===== config.mk =====
export PLATFORM = sky130hd
export DESIGN_NAME = block_min_max_mean_variance_core
export DESIGN_NICKNAME = d
export VERILOG_FILES = /design/src/mmmv_pkg.sv /design/src/mmmv_front.sv /design/src/mmmv_queue.sv /design/src/mmmv_back.sv /design/src/block_min_max_mean_variance_core.sv
export SDC_FILE = /design/constraint.sdc
export NUM_CORES = 2
export LEC_CHECK = 0
export BUFFER_PORTS_ARGS = -buffer_cell sky130_fd_sc_hd__clkbuf_2
export CELL_PAD_IN_SITES_DETAIL_PLACEMENT = 0
export CELL_PAD_IN_SITES_GLOBAL_PLACEMENT = 1
export CORE_MARGIN = 2
export CORE_UTILIZATION = 56
export DETAILED_ROUTE_END_ITERATION = 8
export PLACE_DENSITY_LB_ADDON = 0.05
export SYNTH_ARGS = -nofsm -noshare
export SYNTH_HDL_FRONTEND = slang
export SYNTH_SLANG_ARGS = --single-unit

===== constraint.sdc =====
create_clock -name i_clk -period 26.9 [get_ports i_clk]
set_clock_uncertainty 0.2 [all_clocks]
set_input_delay 1.345 -clock i_clk [delete_from_list [all_inputs] [get_ports i_clk]]
set_output_delay 1.345 -clock i_clk [all_outputs]
set_load 0.01 [all_outputs]

===== src/mmmv_pkg.sv =====
// ============================================================================
// mmmv_pkg
// Shared types and constants for the windowed min/max/mean/variance core.
// ============================================================================
package mmmv_pkg;

    // Payload widths fixed by the item formats
    localparam int SAMPLE_W  = 16;
    localparam int VAR_W     = 31;
    localparam int CHAN_W    = 3;
    localparam int LEN_W     = 6;
    localparam int SUM_W     = 21;
    localparam int SUMSQ_W   = 37;
    localparam int EX_W      = 33;
    localparam int SQ_W      = 33;

    // Configuration port
    localparam int CFG_IDX_W  = 1;
    localparam int CFG_DATA_W = 4;

    // Variance saturation point (1.0 at scale 2^-30)
    localparam logic [EX_W-1:0] VAR_LIMIT = EX_W'(33'h0_4000_0000);

    // Shift-subtract divider: one quotient bit per cycle over the widest dividend
    localparam int DIV_STEPS = SUMSQ_W;
    localparam int DIV_CNT_W = $clog2(DIV_STEPS);
    localparam int REM_W     = LEN_W + 1;

    // Depth of the closed-window queue between front and back
    localparam int QUEUE_DEPTH = 2;
    localparam int QPTR_W      = $clog2(QUEUE_DEPTH);

    typedef enum logic [CFG_IDX_W-1:0] {
        CFG_CHANNEL_COUNT = 1'b0,
        CFG_MERGE_MODE    = 1'b1
    } t_cfg_reg;

    typedef enum logic [2:0] {
        BK_IDLE,
        BK_DIV_SUM,
        BK_DIV_SQ,
        BK_SQUARE,
        BK_RESULT
    } t_back_state;

    // One input request
    typedef struct packed {
        logic signed [SAMPLE_W-1:0] value;
        logic signed [SAMPLE_W-1:0] in_min;
        logic signed [SAMPLE_W-1:0] in_max;
        logic        [VAR_W-1:0]    in_var;
        logic                       last;
    } t_in_item;

    // One result request
    typedef struct packed {
        logic        [CHAN_W-1:0]   channel;
        logic signed [SAMPLE_W-1:0] out_min;
        logic signed [SAMPLE_W-1:0] out_max;
        logic signed [SAMPLE_W-1:0] out_mean;
        logic        [VAR_W-1:0]    out_var;
        logic        [LEN_W-1:0]    window_len;
    } t_out_item;

    // Raw totals of one closed window, front to back
    typedef struct packed {
        logic        [CHAN_W-1:0]   channel;
        logic signed [SAMPLE_W-1:0] run_min;
        logic signed [SAMPLE_W-1:0] run_max;
        logic signed [SUM_W-1:0]    run_sum;
        logic        [SUMSQ_W-1:0]  run_sumsq;
        logic        [LEN_W-1:0]    len;
    } t_win_rec;

endpackage


===== src/mmmv_front.sv =====
// ============================================================================
// mmmv_front
// Channel sequencing and per-channel running min/max/sum/sum-of-squares.
// Closes a window on a full count or a last flag and emits its totals.
// ============================================================================
module mmmv_front #(
    parameter int WINDOW       = 32,
    parameter int MAX_CHANNELS = 8
) (
    input  logic                           i_clk,
    input  logic                           i_rst_n,
    input  logic                           i_cfg_we,
    input  logic [mmmv_pkg::CFG_IDX_W-1:0] i_cfg_idx,
    input  logic [mmmv_pkg::CFG_DATA_W-1:0] i_cfg_data,
    input  logic                           i_push,
    input  mmmv_pkg::t_in_item             i_item,
    input  logic                           i_q_full,
    output logic                           o_rec_push,
    output mmmv_pkg::t_win_rec             o_rec
);
    import mmmv_pkg::*;

    localparam int CI_W = (MAX_CHANNELS > 1) ? $clog2(MAX_CHANNELS) : 1;

    logic [CFG_DATA_W-1:0]      r_chan_cnt;
    logic                       r_merge;
    logic [CI_W-1:0]            r_chan;
    logic [LEN_W-1:0]           r_fill  [MAX_CHANNELS];
    logic signed [SAMPLE_W-1:0] r_min   [MAX_CHANNELS];
    logic signed [SAMPLE_W-1:0] r_max   [MAX_CHANNELS];
    logic signed [SUM_W-1:0]    r_sum   [MAX_CHANNELS];
    logic [SUMSQ_W-1:0]         r_sumsq [MAX_CHANNELS];

    logic [CFG_DATA_W-1:0]      w_cc;
    logic [CI_W-1:0]            w_c;
    logic [CI_W-1:0]            w_c_next;
    logic                       w_accept;
    logic signed [31:0]         w_prod;
    logic [SQ_W-1:0]            w_sq;
    logic signed [SAMPLE_W-1:0] w_lo;
    logic signed [SAMPLE_W-1:0] w_hi;
    logic                       w_first;
    logic signed [SAMPLE_W-1:0] w_min_new;
    logic signed [SAMPLE_W-1:0] w_max_new;
    logic signed [SUM_W-1:0]    w_sum_new;
    logic [SUMSQ_W-1:0]         w_sumsq_new;
    logic [LEN_W-1:0]           w_fill_new;
    logic                       w_close;

    // Effective channel count and current channel
    always_comb begin
        if (r_chan_cnt == '0) begin
            w_cc = CFG_DATA_W'(1);
        end else if (r_chan_cnt > CFG_DATA_W'(MAX_CHANNELS)) begin
            w_cc = CFG_DATA_W'(MAX_CHANNELS);
        end else begin
            w_cc = r_chan_cnt;
        end
        w_c      = (CFG_DATA_W'(r_chan) >= w_cc) ? '0 : r_chan;
        w_c_next = ((CFG_DATA_W'(w_c) + CFG_DATA_W'(1)) >= w_cc) ? '0 : CI_W'(w_c + CI_W'(1));
    end

    assign w_accept = i_push && !i_q_full;

    // Item contribution: raw sample or merged record
    assign w_prod = i_item.value * i_item.value;
    always_comb begin
        if (r_merge) begin
            w_lo = i_item.in_min;
            w_hi = i_item.in_max;
            w_sq = SQ_W'(w_prod[30:0]) + SQ_W'(i_item.in_var);
        end else begin
            w_lo = i_item.value;
            w_hi = i_item.value;
            w_sq = SQ_W'(w_prod[30:0]);
        end
    end

    // Running totals after this item
    always_comb begin
        w_first = (r_fill[w_c] == '0);
        if (w_first) begin
            w_min_new   = w_lo;
            w_max_new   = w_hi;
            w_sum_new   = SUM_W'(i_item.value);
            w_sumsq_new = SUMSQ_W'(w_sq);
        end else begin
            w_min_new   = (w_lo < r_min[w_c]) ? w_lo : r_min[w_c];
            w_max_new   = (w_hi > r_max[w_c]) ? w_hi : r_max[w_c];
            w_sum_new   = r_sum[w_c] + SUM_W'(i_item.value);
            w_sumsq_new = r_sumsq[w_c] + SUMSQ_W'(w_sq);
        end
        w_fill_new = r_fill[w_c] + LEN_W'(1);
        w_close    = (w_fill_new >= LEN_W'(WINDOW)) || i_item.last;
    end

    // Configuration, channel pointer and fill counts
    always_ff @(posedge i_clk) begin
        if (!i_rst_n) begin
            r_chan_cnt <= CFG_DATA_W'(1);
            r_merge    <= 1'b0;
            r_chan     <= '0;
            for (int i = 0; i < MAX_CHANNELS; i++) begin
                r_fill[i] <= '0;
            end
        end else begin
            if (i_cfg_we) begin
                unique case (t_cfg_reg'(i_cfg_idx))
                    CFG_CHANNEL_COUNT: r_chan_cnt <= i_cfg_data;
                    CFG_MERGE_MODE:    r_merge    <= i_cfg_data[0];
                    default: ;
                endcase
            end
            if (w_accept) begin
                r_chan      <= w_c_next;
                r_fill[w_c] <= w_close ? '0 : w_fill_new;
            end
        end
    end

    // Accumulator payload
    always_ff @(posedge i_clk) begin
        if (w_accept) begin
            r_min[w_c]   <= w_min_new;
            r_max[w_c]   <= w_max_new;
            r_sum[w_c]   <= w_sum_new;
            r_sumsq[w_c] <= w_sumsq_new;
        end
    end

    // Closed window totals
    assign o_rec_push      = w_accept && w_close;
    assign o_rec.channel   = CHAN_W'(w_c);
    assign o_rec.run_min   = w_min_new;
    assign o_rec.run_max   = w_max_new;
    assign o_rec.run_sum   = w_sum_new;
    assign o_rec.run_sumsq = w_sumsq_new;
    assign o_rec.len       = w_fill_new;

endmodule


===== src/mmmv_queue.sv =====
// ============================================================================
// mmmv_queue
// Short register queue of closed-window totals between front and back.
// ============================================================================
module mmmv_queue (
    input  logic               i_clk,
    input  logic               i_rst_n,
    input  logic               i_push,
    input  mmmv_pkg::t_win_rec i_rec,
    output logic               o_full,
    input  logic               i_take,
    output logic               o_valid,
    output mmmv_pkg::t_win_rec o_rec
);
    import mmmv_pkg::*;

    t_win_rec          r_mem [QUEUE_DEPTH];
    logic [QPTR_W-1:0] r_wr_ptr;
    logic [QPTR_W-1:0] r_rd_ptr;
    logic [QPTR_W:0]   r_count;
    logic              w_do_push;
    logic              w_do_take;

    assign o_full    = (r_count == (QPTR_W+1)'(QUEUE_DEPTH));
    assign o_valid   = (r_count != '0);
    assign o_rec     = r_mem[r_rd_ptr];
    assign w_do_push = i_push && !o_full;
    assign w_do_take = i_take && o_valid;

    // Pointers and fill level
    always_ff @(posedge i_clk) begin
        if (!i_rst_n) begin
            r_wr_ptr <= '0;
            r_rd_ptr <= '0;
            r_count  <= '0;
        end else begin
            if (w_do_push) begin
                r_wr_ptr <= r_wr_ptr + QPTR_W'(1);
            end
            if (w_do_take) begin
                r_rd_ptr <= r_rd_ptr + QPTR_W'(1);
            end
            case ({w_do_push, w_do_take})
                2'b10:   r_count <= r_count + (QPTR_W+1)'(1);
                2'b01:   r_count <= r_count - (QPTR_W+1)'(1);
                default: r_count <= r_count;
            endcase
        end
    end

    // Entry storage
    always_ff @(posedge i_clk) begin
        if (w_do_push) begin
            r_mem[r_wr_ptr] <= i_rec;
        end
    end

endmodule


===== src/mmmv_back.sv =====
// ============================================================================
// mmmv_back
// Turns window totals into mean and variance with a shared bit-serial
// divider, then holds the result in an output register.
// ============================================================================
module mmmv_back (
    input  logic               i_clk,
    input  logic               i_rst_n,
    input  logic               i_rec_valid,
    input  mmmv_pkg::t_win_rec i_rec,
    output logic               o_rec_take,
    input  logic               i_pop,
    output logic               o_empty,
    output mmmv_pkg::t_out_item o_result
);
    import mmmv_pkg::*;

    t_back_state                r_state;
    t_back_state                n_state;

    logic [CHAN_W-1:0]          r_channel;
    logic signed [SAMPLE_W-1:0] r_min;
    logic signed [SAMPLE_W-1:0] r_max;
    logic [SUMSQ_W-1:0]         r_sumsq;
    logic [LEN_W-1:0]           r_len;
    logic                       r_neg;
    logic [SUMSQ_W-1:0]         r_div;
    logic [REM_W-1:0]           r_rem;
    logic [DIV_CNT_W-1:0]       r_cnt;
    logic signed [SAMPLE_W-1:0] r_mean;
    logic [VAR_W-1:0]           r_m2;
    logic                       r_out_valid;
    t_out_item                  r_out;

    logic [SUM_W-1:0]           w_abs;
    logic [SUMSQ_W-1:0]         w_num;
    logic [REM_W-1:0]           w_trial;
    logic                       w_qbit;
    logic [REM_W-1:0]           w_rem_next;
    logic [SUMSQ_W-1:0]         w_div_next;
    logic                       w_last_step;
    logic [SAMPLE_W-1:0]        w_q16;
    logic signed [31:0]         w_sq;
    logic [EX_W-1:0]            w_diff;
    logic [EX_W-1:0]            w_var;
    logic                       w_slot_free;

    // Floor division of a negative sum: divide |sum| + M - 1, then negate
    always_comb begin
        w_abs = i_rec.run_sum[SUM_W-1] ? SUM_W'(-i_rec.run_sum) : SUM_W'(i_rec.run_sum);
        w_num = SUMSQ_W'(w_abs);
        if (i_rec.run_sum[SUM_W-1]) begin
            w_num = w_num + SUMSQ_W'(i_rec.len) - SUMSQ_W'(1);
        end
    end

    // One shift-subtract step
    always_comb begin
        w_trial     = {r_rem[REM_W-2:0], r_div[SUMSQ_W-1]};
        w_qbit      = (w_trial >= REM_W'(r_len));
        w_rem_next  = w_qbit ? (w_trial - REM_W'(r_len)) : w_trial;
        w_div_next  = {r_div[SUMSQ_W-2:0], w_qbit};
        w_last_step = (r_cnt == DIV_CNT_W'(DIV_STEPS - 1));
        w_q16       = w_div_next[SAMPLE_W-1:0];
    end

    // Mean squared and clamped variance
    assign w_sq = r_mean * r_mean;
    always_comb begin
        w_diff = r_div[EX_W-1:0] - EX_W'(r_m2);
        if (r_div[EX_W-1:0] <= EX_W'(r_m2)) begin
            w_var = '0;
        end else if (w_diff > VAR_LIMIT) begin
            w_var = VAR_LIMIT;
        end else begin
            w_var = w_diff;
        end
    end

    assign w_slot_free = !r_out_valid || i_pop;

    // Next state
    always_comb begin
        n_state    = r_state;
        o_rec_take = 1'b0;
        unique case (r_state)
            BK_IDLE: begin
                if (i_rec_valid) begin
                    o_rec_take = 1'b1;
                    n_state    = BK_DIV_SUM;
                end
            end
            BK_DIV_SUM: begin
                if (w_last_step) begin
                    n_state = BK_DIV_SQ;
                end
            end
            BK_DIV_SQ: begin
                if (w_last_step) begin
                    n_state = BK_SQUARE;
                end
            end
            BK_SQUARE: begin
                n_state = BK_RESULT;
            end
            BK_RESULT: begin
                if (w_slot_free) begin
                    n_state = BK_IDLE;
                end
            end
            default: n_state = BK_IDLE;
        endcase
    end

    // State and output-valid registers
    always_ff @(posedge i_clk) begin
        if (!i_rst_n) begin
            r_state     <= BK_IDLE;
            r_out_valid <= 1'b0;
        end else begin
            r_state <= n_state;
            if (r_state == BK_RESULT && w_slot_free) begin
                r_out_valid <= 1'b1;
            end else if (i_pop) begin
                r_out_valid <= 1'b0;
            end
        end
    end

    // Datapath registers
    always_ff @(posedge i_clk) begin
        case (r_state)
            BK_IDLE: begin
                if (i_rec_valid) begin
                    r_channel <= i_rec.channel;
                    r_min     <= i_rec.run_min;
                    r_max     <= i_rec.run_max;
                    r_sumsq   <= i_rec.run_sumsq;
                    r_len     <= i_rec.len;
                    r_neg     <= i_rec.run_sum[SUM_W-1];
                    r_div     <= w_num;
                    r_rem     <= '0;
                    r_cnt     <= '0;
                end
            end
            BK_DIV_SUM: begin
                if (w_last_step) begin
                    r_mean <= r_neg ? SAMPLE_W'(SAMPLE_W'(0) - w_q16) : w_q16;
                    r_div  <= r_sumsq;
                    r_rem  <= '0;
                    r_cnt  <= '0;
                end else begin
                    r_div <= w_div_next;
                    r_rem <= w_rem_next;
                    r_cnt <= r_cnt + DIV_CNT_W'(1);
                end
            end
            BK_DIV_SQ: begin
                r_div <= w_div_next;
                r_rem <= w_rem_next;
                r_cnt <= r_cnt + DIV_CNT_W'(1);
            end
            BK_SQUARE: begin
                r_m2 <= w_sq[VAR_W-1:0];
            end
            BK_RESULT: begin
                if (w_slot_free) begin
                    r_out.channel    <= r_channel;
                    r_out.out_min    <= r_min;
                    r_out.out_max    <= r_max;
                    r_out.out_mean   <= r_mean;
                    r_out.out_var    <= VAR_W'(w_var);
                    r_out.window_len <= r_len;
                end
            end
            default: ;
        endcase
    end

    assign o_empty  = !r_out_valid;
    assign o_result = r_out;

endmodule


===== src/block_min_max_mean_variance_core.sv =====
// ============================================================================
// block_min_max_mean_variance_core
// Windowed per-channel min / max / mean / variance decimator.
// ============================================================================
//
//  Channel   Handshake         Payload
//  -------   ---------------   ------------------------------------------
//  input     i_push / o_full   i_item   (value, in_min, in_max, in_var, last)
//  result    o_empty / i_pop   o_result (channel, min, max, mean, var, len)
//  config    i_cfg_we          i_cfg_idx, i_cfg_data
//
//  The front accumulates one item per cycle while the window queue has room.
//  The back works on one closed window at a time: it takes the totals, runs
//  two divisions (mean, then mean of squares) in one shared shift-subtract
//  divider, squares the mean, then loads the result once the output is free.
//  Two closed windows can wait in the queue; o_full rises when both are held.
//  Reset is synchronous and leaves all channel windows empty.
//
module block_min_max_mean_variance_core #(
    parameter int WINDOW       = 32,
    parameter int MAX_CHANNELS = 8
) (
    input  logic                            i_clk,
    input  logic                            i_rst_n,
    input  logic                            i_cfg_we,
    input  logic [mmmv_pkg::CFG_IDX_W-1:0]  i_cfg_idx,
    input  logic [mmmv_pkg::CFG_DATA_W-1:0] i_cfg_data,
    input  logic                            i_push,
    output logic                            o_full,
    input  mmmv_pkg::t_in_item              i_item,
    output logic                            o_empty,
    input  logic                            i_pop,
    output mmmv_pkg::t_out_item             o_result
);
    import mmmv_pkg::*;

    logic     w_rec_push;
    t_win_rec w_rec_in;
    logic     w_q_full;
    logic     w_q_valid;
    t_win_rec w_q_rec;
    logic     w_q_take;

    // Accumulation front
    mmmv_front #(
        .WINDOW       (WINDOW),
        .MAX_CHANNELS (MAX_CHANNELS)
    ) u_front (
        .i_clk      (i_clk),
        .i_rst_n    (i_rst_n),
        .i_cfg_we   (i_cfg_we),
        .i_cfg_idx  (i_cfg_idx),
        .i_cfg_data (i_cfg_data),
        .i_push     (i_push),
        .i_item     (i_item),
        .i_q_full   (w_q_full),
        .o_rec_push (w_rec_push),
        .o_rec      (w_rec_in)
    );

    // Closed-window queue
    mmmv_queue u_queue (
        .i_clk   (i_clk),
        .i_rst_n (i_rst_n),
        .i_push  (w_rec_push),
        .i_rec   (w_rec_in),
        .o_full  (w_q_full),
        .i_take  (w_q_take),
        .o_valid (w_q_valid),
        .o_rec   (w_q_rec)
    );

    // Statistics back end
    mmmv_back u_back (
        .i_clk       (i_clk),
        .i_rst_n     (i_rst_n),
        .i_rec_valid (w_q_valid),
        .i_rec       (w_q_rec),
        .o_rec_take  (w_q_take),
        .i_pop       (i_pop),
        .o_empty     (o_empty),
        .o_result    (o_result)
    );

    assign o_full = w_q_full;

endmodule


# After elaboration in Yosys (flattened, before gate mapping)
# Memory sizes are Yosys's and may differ from the RTL's. A register that Yosys moved wholly into a read port is not among the register bits.
# Index checks and enable logic that the tools add are counted.
classes:
  bitwise: 1
  muxes: 50
  shift: 0
  n_eq_ne: 12
  add_sub_neg: 17
  n_lt_le_gt_ge: 9
  div_mod_pow: 0
  n_reduce_logical: 25
  multipliers: 2
op_table:
  columns: ["op", "count"]
  rows:
  - ["$mux 37", 4]
  - ["$mux 16", 7]
  - ["$pmux 37 s3", 1]
  - ["$mul 16x16->31", 2]
  - ["$mux 21", 2]
  - ["$mux 6", 7]
  - ["$add 37x33->37", 1]
  - ["$sub 37x1->37 const B", 1]
  - ["$pmux 6 s3", 2]
  - ["$gt 33x31->1 const B", 1]
  - ["$le 33x31->1", 1]
  - ["$mux 33", 1]
  - ["$sub 33x31->33", 1]
  - ["$add 31x31->32", 1]
  - ["$mux 31", 1]
  - ["$add 21x6->22", 1]
  - ["$add 21x16->21", 1]
  - ["$mux 3", 7]
  - ["$neg 21->21", 1]
  - ["$gt 16x16->1", 1]
  - ["$lt 16x16->1", 1]
  - ["$sub 1x16->16 const A", 1]
  - ["$pmux 3 s5", 1]
  - ["$mux 1", 14]
  - ["other kinds (35)", 55]
word_totals:
  wordCells: 148
  memories: 6
  input_bits: 90
  latchBits: 0
  rom_bits: 0
  out_inout_bits: 90
  regBits: 279
  ramBits: 966
memory_table:
  columns: ["memory", "words", "width", "read_ports", "rd_ports_with_merged_regs", "wr", "line", "text"]
  rows:
  - ["u_front.r_sumsq", 8, 37, 1, 0, 1, "mmmv_front.sv:32", "logic [SUMSQ_W-1:0] r_sumsq [MAX_CHANNELS];"]
  - ["u_queue.r_mem", 2, 99, 1, 1, 1, "mmmv_queue.sv:17", "t_win_rec r_mem [QUEUE_DEPTH];"]
  - ["u_front.r_sum", 8, 21, 1, 0, 1, "mmmv_front.sv:31", "logic signed [SUM_W-1:0] r_sum [MAX_CHANNELS];"]
  - ["u_front.r_max", 8, 16, 1, 0, 1, "mmmv_front.sv:30", "logic signed [SAMPLE_W-1:0] r_max [MAX_CHANNELS];"]
  - ["u_front.r_min", 8, 16, 1, 0, 1, "mmmv_front.sv:29", "logic signed [SAMPLE_W-1:0] r_min [MAX_CHANNELS];"]
  - ["u_front.r_fill", 8, 6, 1, 0, 8, "mmmv_front.sv:28", "logic [LEN_W-1:0] r_fill [MAX_CHANNELS];"]

# Depth between registers and ports, before layout
# An unclocked memory read counts as a cell.
logic_depth:
  ltp_word: 13
  mapped_depth: 46

# Hierarchy
# From an unflattened synthesis, not the netlist that was laid out.
hier_totals:
  cells_unflattened: 6030
  area_unflattened_um2: 74142.4
modules_own_cells:
  columns: ["module", "cells_each", "seq_area_each_um2", "area_each_um2", "instances"]
  rows:
  - ["mmmv_front", 3568, 23222.3, 44462.6, 1]
  - ["mmmv_back", 2128, 7947.6, 22316.4, 1]
  - ["mmmv_queue", 334, 6045.8, 7363.3, 1]

# Least setup slack after synthesis
# No wires, ideal clock.
synth_path:
  path_kind: "in2reg"
  start: "input i_item[66] in the netlist's numbering"
  end: "memory u_front.r_sumsq[0][31], data pin"
  setup_ns: 0.293
  t_required_ns: 26.407
  stages: 38
  n_path_buf: 2
  slack_ns: 15.625
  arrival_ns: 10.782
  cell_sequence: "clkbuf_1 clkbuf_1 nand2_1 fa_1 fa_1 fa_1 inv_1 fa_1 fa_1 inv_1 fa_1 inv_1 ha_1 a21o_1 a31oi_1 o31ai_1 a211o_1 nor2b_1 [... 2 more ...] ha_1 a21o_1 a21oi_1 a311o_1 a31oi_1 o21ai_0 nor2b_1 mux2_2 ha_1 nand4_1 or3_1 o22ai_1 nor2_1 a2111o_1 a31o_2 a21boi_1 nor3_1 o31ai_1"
synth_lines:
  columns: ["element", "line", "text"]
  rows:
  - ["start: declaration", "block_min_max_mean_variance_core.sv:30", "input mmmv_pkg::t_in_item i_item,"]
  - ["end: declaration", "mmmv_front.sv:32", null]

==> impl_metrics.py <==
metrics = {
    "floorplanning": {
        "dieArea_um2": 133000,
        "die_w_um": 365,
        "dieHeight_um": 365,
        "initial_core_util_pct": 56.3,
        "fp-row-count": 132,
        "ios": 180,
        "core_um2": 129000,
    },
    "detailed_routing": {
        "viasPerCell": 5.88,
        "antenna_left": 0,
        "drt_iter0_drc": 3973,
        "vias": 46800,
        "drtPass1Iterations": 8,
        "route.detailed.drc": 0,
        "drt_wl_total_mm": 186,
        "wl_per_cell_um": 23.4,
    },
    "placed_design": {
        "dp_cells": 7725,
        "place_ws_ps": 14340,
        "io_buffers": 179,
        "dp_hpwl_mm": 132,
        "place_congestion": 0.896,
    },
    "cells_and_area": {
        "final_cells": 7959,
        "nets": 7016,
        "syn_to_final_growth_pct": 10.3,
        "layout-drive-gt1-share_pct": 10.2,
        "num_antenna_cells": 0,
    },
    "yosys": {
        "synth.avg_cell_area_um2": 12.3,
        "yosys_register_bits": 1245,
        "syn_inst": 5907,
        "yosysWarnings": 0,
        "synth-main-ff-cell": "edfxtp_1",
        "ys_seq_area_share_pct": 51.1,
        "synth.distinct_cells": 98,
        "synth_edf_count": 1228,
        "synthArstFlopShare_pct": 0,
        "syn_area_um2": 72800,
    },
    "setup_path": {
        "cp-start-kind": "primary input",
        "worst_setup_path_end_kind": "register",
        "worstSetupPathType": "in -> reg",
        "cp_common_cell": "fa_1",
        "critPathArrivalTime_ps": 12220,
        "crit_fanout": 20,
        "crit_buf_inv": 6,
        "cp_slowest_stage_delay_ps": 840,
        "required_ps": 27120,
        "path_delay_family": "compound AO/OA/AOI/OAI gates",
        "r2r_setup_slack_ps": 17910,
        "cp_slowest_cell": "o31ai_1",
    },
    "timing": {
        "slew_headroom_pct": 5.88,
        "max_freq_mhz": 83.4,
        "worst_hold_slack_ps": 214,
        "drv_slew": 0,
        "tns_ps": 0,
        "hold_viol_final": 0,
        "period_share_pct": 44.6,
        "worstMarginPinSlew_ps": 1400,
        "fin_crit_ps": 11990,
        "rsz0062_at_grt": "no",
        "final.setup.worst_slack_ps": 14910,
        "setup_viol": 0,
    },
    "clocking": {
        "clk_pin_slew_worst_paths_ps": 60,
        "cts.htree.levels": 4,
        "clk_latency_ps": 770,
        "post_cts_buffers": 0,
        "cts_tree": "done",
        "cts_root_buf": "clkbuf_16",
        "ctsResizeCount": 0,
        "cts_buffers": 131,
        "cts.path.max_buffers": 3,
        "ctsHoldBuffers": 0,
        "numClockSinks": 1245,
    },
    "grt": {
        "antenna_found_initial": 0,
        "grt_pass1_vias": 46900,
        "grt_start_max_net_pins": 70,
        "grt.total_usage_pct": 28.5,
        "grt.overflow.total": 0,
        "grt_pass1_wl_mm": 285,
    },
    "hold_path": {
        "hold_class": "reg -> reg",
    },
    "outcome": {
        "outcome": "completed",
    },
    "flow_run": {
        "maxCapViolations": 0,
    },
}
[path summary, 6_finish.rpt]
| path | from | to | cells past startpoint |
|---|---|---|---|
| max | i_item[72] | u_queue.r_mem[0][37]$_DFFE_PP_ | 39 |
| min | u_back.r_max[5]$_DFFE_PP_ | u_back.o_result[58]$_DFFE_PP_ | 0 |
| max reg2reg | u_front.r_chan_cnt[3]$_SDFFE_PN0P_ | u_queue.r_mem[0][37]$_DFFE_PP_ | 24 |
| min reg2reg | u_back.r_max[5]$_DFFE_PP_ | u_back.o_result[58]$_DFFE_PP_ | 0 |
[registers in the layout, summed over array words and instances (netlist names), 2 cells and up, named ones only]
name	cells
u_back.o_result	88
u_back.r_max	16
u_back.r_cnt	6
u_queue.r_count	2
u_front.r_sumsq	296
u_front.r_chan	3
u_back.r_sumsq	37
u_back.r_mean	16
u_front.r_chan_cnt	4
u_back.r_div	37
u_back.r_channel	3
u_queue.r_mem	198
u_back.r_rem	6
u_front.r_min	128
u_front.r_fill	48
u_front.r_max	128
u_back.r_min	16
u_back.r_m2	30
u_back.r_state	3
u_back.r_len	6
u_front.r_sum	168
[worst reg2reg max path: stages, from the launching register on]
cell	delay, ps
dfxtp_1	890
inv_1	580
nand2_1	280
ha_1	260
a21o_1	160
a21o_1	350
a22oi_2	400
buf_4	540
nor2_1	160
a21oi_1	190
o221ai_1	150
nor3_1	350
ha_1	250
a211oi_1	70
o21ai_0	430
a31oi_1	260
o21ai_0	520
a31oi_1	330
o22ai_1	380
nor2_1	130
a2111o_1	430
a31o_2	240
a21boi_1	200
nor3_1	70
o31ai_1	840
[stage by stage]
step	util, %	instance area, um^2
final	62.1	80400
after global routing	62.1	80400
after CTS	62.1	80400
after detailed placement	58.9	76100
after global placement	58.9	76100
after floorplan	-	72900
[synth_stat cells (19+ instances only)]
master	number	share of area [%]
xor2_1	66	0.79
o21ai_0	132	0.91
o22ai_1	86	0.74
buf_1	19	0.098
edfxtp_1	1228	51
nand4_1	23	0.20
and2_1	113	0.97
a211oi_1	32	0.33
xnor2_1	180	2.2
a22oi_1	24	0.25
o21bai_1	22	0.23
o21ai_1	20	0.14
a21o_1	102	1.1
nand2_1	372	1.9
a222oi_1	39	0.54
ha_1	344	5.9
fa_1	466	13
clkbuf_1	179	0.92
nor3_1	106	0.73
a21oi_1	296	2.0
nor2b_1	37	0.32
o31ai_1	23	0.24
nand2b_1	51	0.44
mux2_2	105	1.6
a31oi_1	31	0.27
o221ai_1	44	0.53
o21a_1	34	0.35
nor2_1	412	2.1
a221oi_1	52	0.63
mux2i_1	151	2.1
or3_1	28	0.24
and3_1	28	0.24
inv_1	753	3.9
nand3_1	55	0.38
[metal layers]
metal | vias up | track usage, % | wire [um]
met5 | - | 0 | 0
met4 | 0 | 9.82 | 6780
met3 | 282 | 3.74 | 10700
met2 | 1526 | 47.2 | 89300
met1 | 23500 | 39.0 | 79400
li1 | 21500 | - | -
[layout by cell type (no fill, tap or decap), types with 52 or more instances in the layout]
master / count
nand2_1: 372
a21oi_1: 295
mux2_2: 105
fa_1: 466
nor2_1: 397
mux2i_1: 150
buf_4: 98
xor2_1: 66
and2_1: 113
ha_1: 344
o22ai_1: 86
inv_1: 753
a221oi_1: 52
a21o_1: 102
clkbuf_16: 133
nand3_1: 55
nor3_1: 105
o21ai_0: 130
edfxtp_1: 1228
clkbuf_2: 179
xnor2_1: 180
[layout make-up]
type / instances / area (um^2)
fill: 10200 / 49000
sequential: 1245 / 37200
multi-input combinational: 3707 / 32300
clock buffer: 161 / 3430
inverter: 754 / 2830
tap: 1742 / 2180
timing repair buffer: 277 / 1630
clock inverter: 73 / 787
[cells by family after synthesis]
| family | synth area share (%) |
|---|---|
| other | 0.00515 |
| DFF | 51.1 |
| and+or+nand+nor | 8.46 |
| muxes | 3.78 |
| adders and majority gates | 18.7 |
| xor gates and xnor gates | 3.02 |
| AOI/OAI and AO/OA | 9.96 |
| buffers and inverters | 4.97 |
Power is not shown: default switching activity piles up to over one toggle a cycle in this logic, so the estimate is an artifact.
